## src/ptt_pkg.sv

```systemverilog
// Shared types and constants for the pending transfer table.
package ptt_pkg;

    // Table geometry.
    localparam int ENTRIES      = 32;
    localparam int HANDLE_WIDTH = 16;
    localparam int KEY_WIDTH    = 8;
    localparam int IDX_W        = (ENTRIES > 1) ? $clog2(ENTRIES) : 1;

    // Depth of the queue between the front end and the table engine (power of two).
    localparam int QUEUE_DEPTH  = 2;
    localparam int QPTR_W       = (QUEUE_DEPTH > 1) ? $clog2(QUEUE_DEPTH) : 1;
    localparam int QCNT_W       = $clog2(QUEUE_DEPTH + 1);

    // Request opcodes.
    typedef enum logic [1:0] {
        OP_ADD    = 2'd0,
        OP_LOOKUP = 2'd1,
        OP_FETCH  = 2'd2,
        OP_FLUSH  = 2'd3
    } opcode_t;

    // Response status codes.
    typedef enum logic [1:0] {
        ST_OK   = 2'd0,
        ST_MISS = 2'd1,
        ST_DUP  = 2'd2,
        ST_FULL = 2'd3
    } status_t;

    // Request payload on the input channel.
    typedef struct packed {
        logic [1:0]              opcode;
        logic [KEY_WIDTH-1:0]    endpoint_key;
        logic [HANDLE_WIDTH-1:0] transfer_handle;
    } req_t;

    // Response payload on the output channel.
    typedef struct packed {
        logic [1:0]              status;
        logic [HANDLE_WIDTH-1:0] fetched_handle;
    } rsp_t;

    // Decoded command passed from the front end to the table engine.
    typedef struct packed {
        logic                    is_add;
        logic                    is_lookup;
        logic                    is_fetch;
        logic                    is_flush;
        logic [KEY_WIDTH-1:0]    key;
        logic [HANDLE_WIDTH-1:0] handle;
    } cmd_t;

endpackage

```

## src/ptt_front.sv

```systemverilog
// Front end: accepts requests, decodes the opcode and queues decoded commands.
module ptt_front
    import ptt_pkg::*;
(
    input  logic aclk,
    input  logic aresetn,
    input  logic s_valid,
    output logic s_ready,
    input  req_t s_data,
    output logic cmd_valid,
    input  logic cmd_ready,
    output cmd_t cmd
);

    cmd_t              q_reg [QUEUE_DEPTH];
    logic [QPTR_W-1:0] wr_ptr_reg;
    logic [QPTR_W-1:0] rd_ptr_reg;
    logic [QCNT_W-1:0] count_reg;
    logic [QCNT_W-1:0] count_next;
    cmd_t              decoded;
    logic              push;
    logic              pop;

    // Classify the incoming request into one-hot operation flags.
    always_comb begin
        decoded        = '0;
        decoded.key    = s_data.endpoint_key;
        decoded.handle = s_data.transfer_handle;
        unique case (opcode_t'(s_data.opcode))
            OP_ADD:    decoded.is_add    = 1'b1;
            OP_LOOKUP: decoded.is_lookup = 1'b1;
            OP_FETCH:  decoded.is_fetch  = 1'b1;
            OP_FLUSH:  decoded.is_flush  = 1'b1;
            default:   decoded.is_flush  = 1'b1;
        endcase
    end

    assign s_ready   = (count_reg != QCNT_W'(QUEUE_DEPTH));
    assign cmd_valid = (count_reg != '0);
    assign cmd       = q_reg[rd_ptr_reg];
    assign push      = s_valid && s_ready;
    assign pop       = cmd_valid && cmd_ready;

    // Occupancy follows pushes and pops.
    always_comb begin
        count_next = count_reg;
        if (push && !pop) begin
            count_next = count_reg + 1'b1;
        end else if (pop && !push) begin
            count_next = count_reg - 1'b1;
        end
    end

    // Queue pointers and occupancy.
    always_ff @(posedge aclk) begin
        if (!aresetn) begin
            wr_ptr_reg <= '0;
            rd_ptr_reg <= '0;
            count_reg  <= '0;
        end else begin
            count_reg <= count_next;
            if (push) begin
                wr_ptr_reg <= wr_ptr_reg + 1'b1;
            end
            if (pop) begin
                rd_ptr_reg <= rd_ptr_reg + 1'b1;
            end
        end
    end

    // Queue storage needs no reset.
    always_ff @(posedge aclk) begin
        if (push) begin
            q_reg[wr_ptr_reg] <= decoded;
        end
    end

endmodule

```

## src/ptt_back.sv

```systemverilog
// Table engine: slot storage, key match, free-slot search and response register.
module ptt_back
    import ptt_pkg::*;
(
    input  logic aclk,
    input  logic aresetn,
    input  logic cmd_valid,
    output logic cmd_ready,
    input  cmd_t cmd,
    output logic m_valid,
    input  logic m_ready,
    output rsp_t m_data
);

    typedef enum logic {
        S_SEARCH,
        S_UPDATE
    } state_t;

    state_t                  state_reg;
    logic [ENTRIES-1:0]      valid_reg;
    logic [KEY_WIDTH-1:0]    key_reg [ENTRIES];
    logic [HANDLE_WIDTH-1:0] handle_mem [ENTRIES];
    cmd_t                    cmd_reg;
    logic                    hit_reg;
    logic [IDX_W-1:0]        hit_idx_reg;
    logic                    free_any_reg;
    logic [IDX_W-1:0]        free_idx_reg;
    logic [HANDLE_WIDTH-1:0] rd_handle_reg;
    logic                    m_valid_reg;
    rsp_t                    m_data_reg;

    logic [ENTRIES-1:0]      match;
    logic [IDX_W-1:0]        hit_idx;
    logic [IDX_W-1:0]        free_idx;
    logic                    add_ok;

    // Compare the queued key against every slot in parallel.
    always_comb begin
        for (int i = 0; i < ENTRIES; i++) begin
            match[i] = valid_reg[i] && (key_reg[i] == cmd.key);
        end
    end

    // Lowest matching slot and lowest free slot.
    always_comb begin
        hit_idx  = '0;
        free_idx = '0;
        for (int i = ENTRIES - 1; i >= 0; i--) begin
            if (match[i]) begin
                hit_idx = IDX_W'(i);
            end
            if (!valid_reg[i]) begin
                free_idx = IDX_W'(i);
            end
        end
    end

    // A command is taken once the response register will be free for it.
    assign cmd_ready = (state_reg == S_SEARCH) && (!m_valid_reg || m_ready);
    assign add_ok    = cmd_reg.is_add && !hit_reg && free_any_reg;
    assign m_valid   = m_valid_reg;
    assign m_data    = m_data_reg;

    // Engine sequence, slot valid bits and the response register.
    always_ff @(posedge aclk) begin
        if (!aresetn) begin
            state_reg   <= S_SEARCH;
            valid_reg   <= '0;
            m_valid_reg <= 1'b0;
        end else begin
            unique case (state_reg)
                S_SEARCH: begin
                    if (m_valid_reg && m_ready) begin
                        m_valid_reg <= 1'b0;
                    end
                    if (cmd_valid && cmd_ready) begin
                        cmd_reg      <= cmd;
                        hit_reg      <= |match;
                        hit_idx_reg  <= hit_idx;
                        free_any_reg <= ~&valid_reg;
                        free_idx_reg <= free_idx;
                        state_reg    <= S_UPDATE;
                    end
                end
                S_UPDATE: begin
                    m_valid_reg               <= 1'b1;
                    m_data_reg.fetched_handle <= '0;
                    m_data_reg.status         <= ST_OK;
                    if (cmd_reg.is_add) begin
                        if (hit_reg) begin
                            m_data_reg.status <= ST_DUP;
                        end else if (!free_any_reg) begin
                            m_data_reg.status <= ST_FULL;
                        end else begin
                            valid_reg[free_idx_reg] <= 1'b1;
                        end
                    end else if (cmd_reg.is_lookup) begin
                        m_data_reg.status <= hit_reg ? ST_OK : ST_MISS;
                    end else if (cmd_reg.is_fetch) begin
                        if (hit_reg) begin
                            m_data_reg.fetched_handle <= rd_handle_reg;
                            valid_reg[hit_idx_reg]    <= 1'b0;
                        end else begin
                            m_data_reg.status <= ST_MISS;
                        end
                    end else if (cmd_reg.is_flush) begin
                        valid_reg <= '0;
                    end
                    state_reg <= S_SEARCH;
                end
                default: begin
                    state_reg <= S_SEARCH;
                end
            endcase
        end
    end

    // Key and handle storage; the handle of the lowest match is read during the search.
    always_ff @(posedge aclk) begin
        if ((state_reg == S_UPDATE) && add_ok) begin
            key_reg[free_idx_reg]    <= cmd_reg.key;
            handle_mem[free_idx_reg] <= cmd_reg.handle;
        end
        rd_handle_reg <= handle_mem[hit_idx];
    end

endmodule

```

## src/pending_transfer_table.sv

```systemverilog
// A request passes the command queue, then the search and update steps of the engine,
// which takes a new command only after an update and once the response register is free;
// a two-entry queue lets new requests in while a response waits.
// Reset (aresetn, synchronous, active low) clears all slot valid bits, the queue and the
// response valid flag; slot keys and handles are not cleared.
// Top level of the pending transfer table: front end, command queue and table engine.
module pending_transfer_table
    import ptt_pkg::*;
(
    input  logic aclk,
    input  logic aresetn,
    input  logic s_valid,
    output logic s_ready,
    input  req_t s_data,
    output logic m_valid,
    input  logic m_ready,
    output rsp_t m_data
);

    logic cmd_valid;
    logic cmd_ready;
    cmd_t cmd;

    // Request intake and classification.
    ptt_front u_front (
        .aclk      (aclk),
        .aresetn   (aresetn),
        .s_valid   (s_valid),
        .s_ready   (s_ready),
        .s_data    (s_data),
        .cmd_valid (cmd_valid),
        .cmd_ready (cmd_ready),
        .cmd       (cmd)
    );

    // Table lookup, update and response.
    ptt_back u_back (
        .aclk      (aclk),
        .aresetn   (aresetn),
        .cmd_valid (cmd_valid),
        .cmd_ready (cmd_ready),
        .cmd       (cmd),
        .m_valid   (m_valid),
        .m_ready   (m_ready),
        .m_data    (m_data)
    );

endmodule
```

## config.mk

```make
export PLATFORM = sky130hd
export DESIGN_NAME = pending_transfer_table
export DESIGN_NICKNAME = d
export VERILOG_FILES = /design/src/ptt_pkg.sv /design/src/ptt_front.sv /design/src/ptt_back.sv /design/src/pending_transfer_table.sv
export SDC_FILE = /design/constraint.sdc
export NUM_CORES = 1
export LEC_CHECK = 0
export BUFFER_PORTS_ARGS = -buffer_cell sky130_fd_sc_hd__buf_2
export CAP_MARGIN = 20
export CORE_MARGIN = 10
export CORE_UTILIZATION = 50
export CTS_CLUSTER_DIAMETER = 30
export DETAILED_ROUTE_END_ITERATION = 7
export PLACE_DENSITY = 0.66
export SLEW_MARGIN = 20
export SYNTH_ARGS = -nofsm -noshare
export SYNTH_HDL_FRONTEND = slang
export SYNTH_HIERARCHICAL = 1
export SYNTH_SLANG_ARGS = --single-unit
```

## constraint.sdc

```tcl
create_clock -name aclk -period 10.1 [get_ports aclk]
set_clock_uncertainty 0.2 [all_clocks]
set_input_delay 1.01 -clock aclk [delete_from_list [all_inputs] [get_ports aclk]]
set_output_delay 1.01 -clock aclk [all_outputs]
set_load 0.03 [all_outputs]
```

==> impl_results.md <==
* Cts repair resizes at 0
* Final Util at 60.4%
* H-tree depth at 4
* Commonest register cell after synthesis: edfxtp_1
* Netlist cell types at between 50 and 60
* Final nets at 2492
* Pre-CTS setup slack at 3.82 ns
* Worst setup margin at 3.76 ns
* Reg2reg setup slack at 3.76 ns
* FF+latch count, synth at 937
* Routed WL at around 91000 um
* Hold Vio Cnt, Final at 0
* Drt drc at 0
* Std-Cell Rows at 101
* Yosys warns at 6
* Number of synthesized flops with an enable pin at 882
* Skew-Pair Late Insertion Delay at 0.73 ns
* Fin crit share at 62.8%
* Die ar. at 88800 sq um
* Achievable Freq at 158 MHz
* Tot GR Track Use at 20.1%
* WL/cell at 25.1 um
* Area Overhead vs Synth at 19.2%
* Area of the core at 76300 sq um
* Least-Margin Pin Slew at between 1 and 1.5 ns
* Synth Area per Inst at 16.8 sq um
* Pwr dens at 243 nW/um^2
* RSZ-0062 raised after global routing: false
* Clock buffer depth at 3
* Worst-path fanout max at 138
* Max-slew violations at 0
* Startpoint types: register
* Gpl congestion at 0.853
* CTS tree: yes
* Hold buffers post-CTS at 0
* Vias at 20400
* Die Ht at 298 um
* Sequential share of the synthesized area at between 70% and 80%
* Setup Buffers After CTS at 0
* Clock Pin Slew Worst Setup and Hold Paths at 0.05 ns
* Worst slew margin at 19.8%
* Count of final setup violators at 0
* Post-Synthesis Cells at 2295
* Io pins at 50
* Worst endpoint required time at 10.50 ns
* Sink Count at 937
* Tmin final at roughly 6.3 ns
* FF-to-FF End: u_back/rd_handle_reg[5]
* # Max-Cap Violations at 0
* Post-route setup TNS at 0 ns
* Chip Width at 298 um
* Total area of sequential cells at between 20000 and 30000 sq um
* Vias per cell at ~5.6
* Layout cells sized above 1 at 17.7%
* Endpoint class of the critical path: register
* Largest net degree at the start of global routing at 139
* Antenna Cells at 0
* Hold WC Path Type: primary input to register
* Peak VDD IR at 174 uV
* Root Buffer Master: clkbuf_16
* WHS Path Cells at 1
* Post-Syn Area at 38600 sq um
* Hold Path Origin: s_data[23]
* Worst Path Arrival at around 6.7 ns
* Final ANT Viol Nets at 0
* WHS at 0.280 ns
* HPWL after DPL at a little over 50000 um
* PortBufs at between 40 and 50
* Kind of critical path: register to register
* Async S/R FF share, synth at 0%
* Vias in the first global route at 21000
* First-pass GRT wire length at 134000 um
* Status: finished, final reports clean
* Initial antenna violation count at 0
* Fillcell total at between 5000 and 6000
* Total CTS buffers at 159
* 1st-pass router iterations at 5
* Syn nets at 2326
* Gr ovfl total at 0
* Initial Util at 50.6%
* Leakage power at roughly 0.016 uW
* Total power at 11200 uW
* DRT iter0 DRCs at 1700
* Reg2Reg Depth at 17
* Multi-input gate area at 10500 sq um
* Number of flip-flops in the largest register at 512
* Worst hold endpoint: u_front/q_reg[1][23]
-- Yosys cell counts (4+ instances only) --
cell,instances,area [sq um]
a21boi_0,6,45.0
a21oi_1,40,200
a31oi_1,6,37.5
and2_1,26,163
and3_1,5,31.3
buf_2,17,85.1
buf_4,44,330
buf_6,26,293
clkbuf_1,15,56.3
dfxtp_1,55,1100
edfxtp_1,882,26500
inv_1,10,37.5
mux2_2,45,507
mux2i_1,480,4800
nand2_1,51,191
nand2b_1,4,25.0
nand3_1,31,155
nand3b_1,5,37.5
nand4_1,40,250
nor2_1,66,248
nor2b_1,9,56.3
nor3_1,33,165
nor3b_1,5,37.5
nor4_1,17,106
o211ai_1,5,37.5
o21a_1,58,435
o21ai_0,8,40.0
o21ai_1,4,20.0
or3_1,9,56.3
xnor2_1,155,1360
xor2_1,104,911
-- cell families (layout without fill, tap and decap cells) --
kind of cell | count (synthesis) | in the layout | share of synthesized area (%)
AOI/OAI and AO/OA | 142 | 142 | 2.54
xor gates and xnor gates | 259 | 259 | 5.87
adders and majority gates | 1 | 1 | 0.0324
buffers and inverters | 115 | 418 | 2.10
DFF | 937 | 937 | 71.4
muxes | 525 | 525 | 13.7
and+or+nand+nor | 316 | 316 | 4.31
-- layer usage --
layer | global-route usage (%) | wire length [um] | vias to the layer above | part of all wire, %
li1 | - | - | 9132 | -
met1 | 25.4 | 37600 | 10500 | 41
met2 | 34.2 | 45600 | 664 | 50
met3 | 3.69 | 5010 | 158 | 5.5
met4 | 7.74 | 2700 | 0 | 3.0
met5 | 0 | 0 | - | 0
-- placed cells by master, fill, tap and decap left out, types with 6 or more instances in the layout --
master	n
buf_4	34
inv_1	10
clkinv_1	17
clkinvlp_4	18
clkbuf_1	24
clkinv_2	18
or3_1	9
nand3_1	30
and2_1	26
a21boi_0	6
buf_8	7
nor2b_1	9
nor4_1	17
a31oi_1	6
edfxtp_1	882
nor2_4	32
xor2_1	104
xnor2_1	155
clkbuf_8	6
bufinv_16	23
clkinv_4	13
buf_2	49
o21a_1	58
nand4_1	40
mux2_2	45
a21oi_1	40
nor3_1	33
buf_16	14
o21ai_0	8
nor2_1	34
inv_6	10
dfxtp_1	55
mux2i_1	480
nand2_1	51
clkbuf_16	159
-- critical path, cell delays in order (launching register included) --
cell and delay [ns]:
dfxtp_1 0.30, buf_4 0.34, mux2_2 0.22, buf_4 0.58, xnor2_1 0.19, nand4_1 0.12, nor4_1 0.83, a31oi_1 0.28
nand2_1 0.16, a21oi_1 0.08, o41ai_4 0.36, buf_4 0.42, buf_12 0.65, mux2i_1 0.28, mux2i_1 0.10, mux2i_1 0.22
mux2i_1 0.19, mux2_2 0.34
-- where the power goes --
group | internal [uW] | switching (uW) | leakage, uW | total, uW
logic | 368 | 710 | 0.00512 | 1080
registers | 4540 | 139 | 0.00841 | 4680
clock network | 3560 | 1880 | 0.00265 | 5430
total | 8470 | 2730 | 0.0162 | 11200
-- cell type report --
| cell class | instances | area share (%) |
|---|---|---|
| clock inverter | 109 | 3.05 |
| multi-input combinational | 1243 | 22.8 |
| tap | 1030 | 2.80 |
| timing repair buffer | 109 | 2.37 |
| inverter | 11 | 0.0896 |
| clock buffer | 189 | 9.01 |
| sequential | 937 | 59.9 |
-- worst max-delay path by stage --
stage,startpoint,end,slack (ns)
final,register,u_back/rd_handle_reg[5],3.76
after global routing,register,u_back/rd_handle_reg[0],3.48
after CTS,register,u_back/rd_handle_reg[15],3.81
after detailed placement,register,u_back/rd_handle_reg[15],3.82
after global placement,register,u_back/rd_handle_reg[15],3.89
after floorplan,register,u_back/rd_handle_reg[2],6.16
-- metrics by stage --
| stage | instance area [sq um] | instances |
|---|---|---|
| after global routing | 46100 | 3628 |
| after floorplan | 38600 | 2295 |
| after CTS | 45800 | 3616 |
| after global placement | 39900 | 3306 |
| final | 46100 | 3628 |
| after detailed placement | 40200 | 3318 |
No activity file was read; power rests on OpenSTA's default activity.
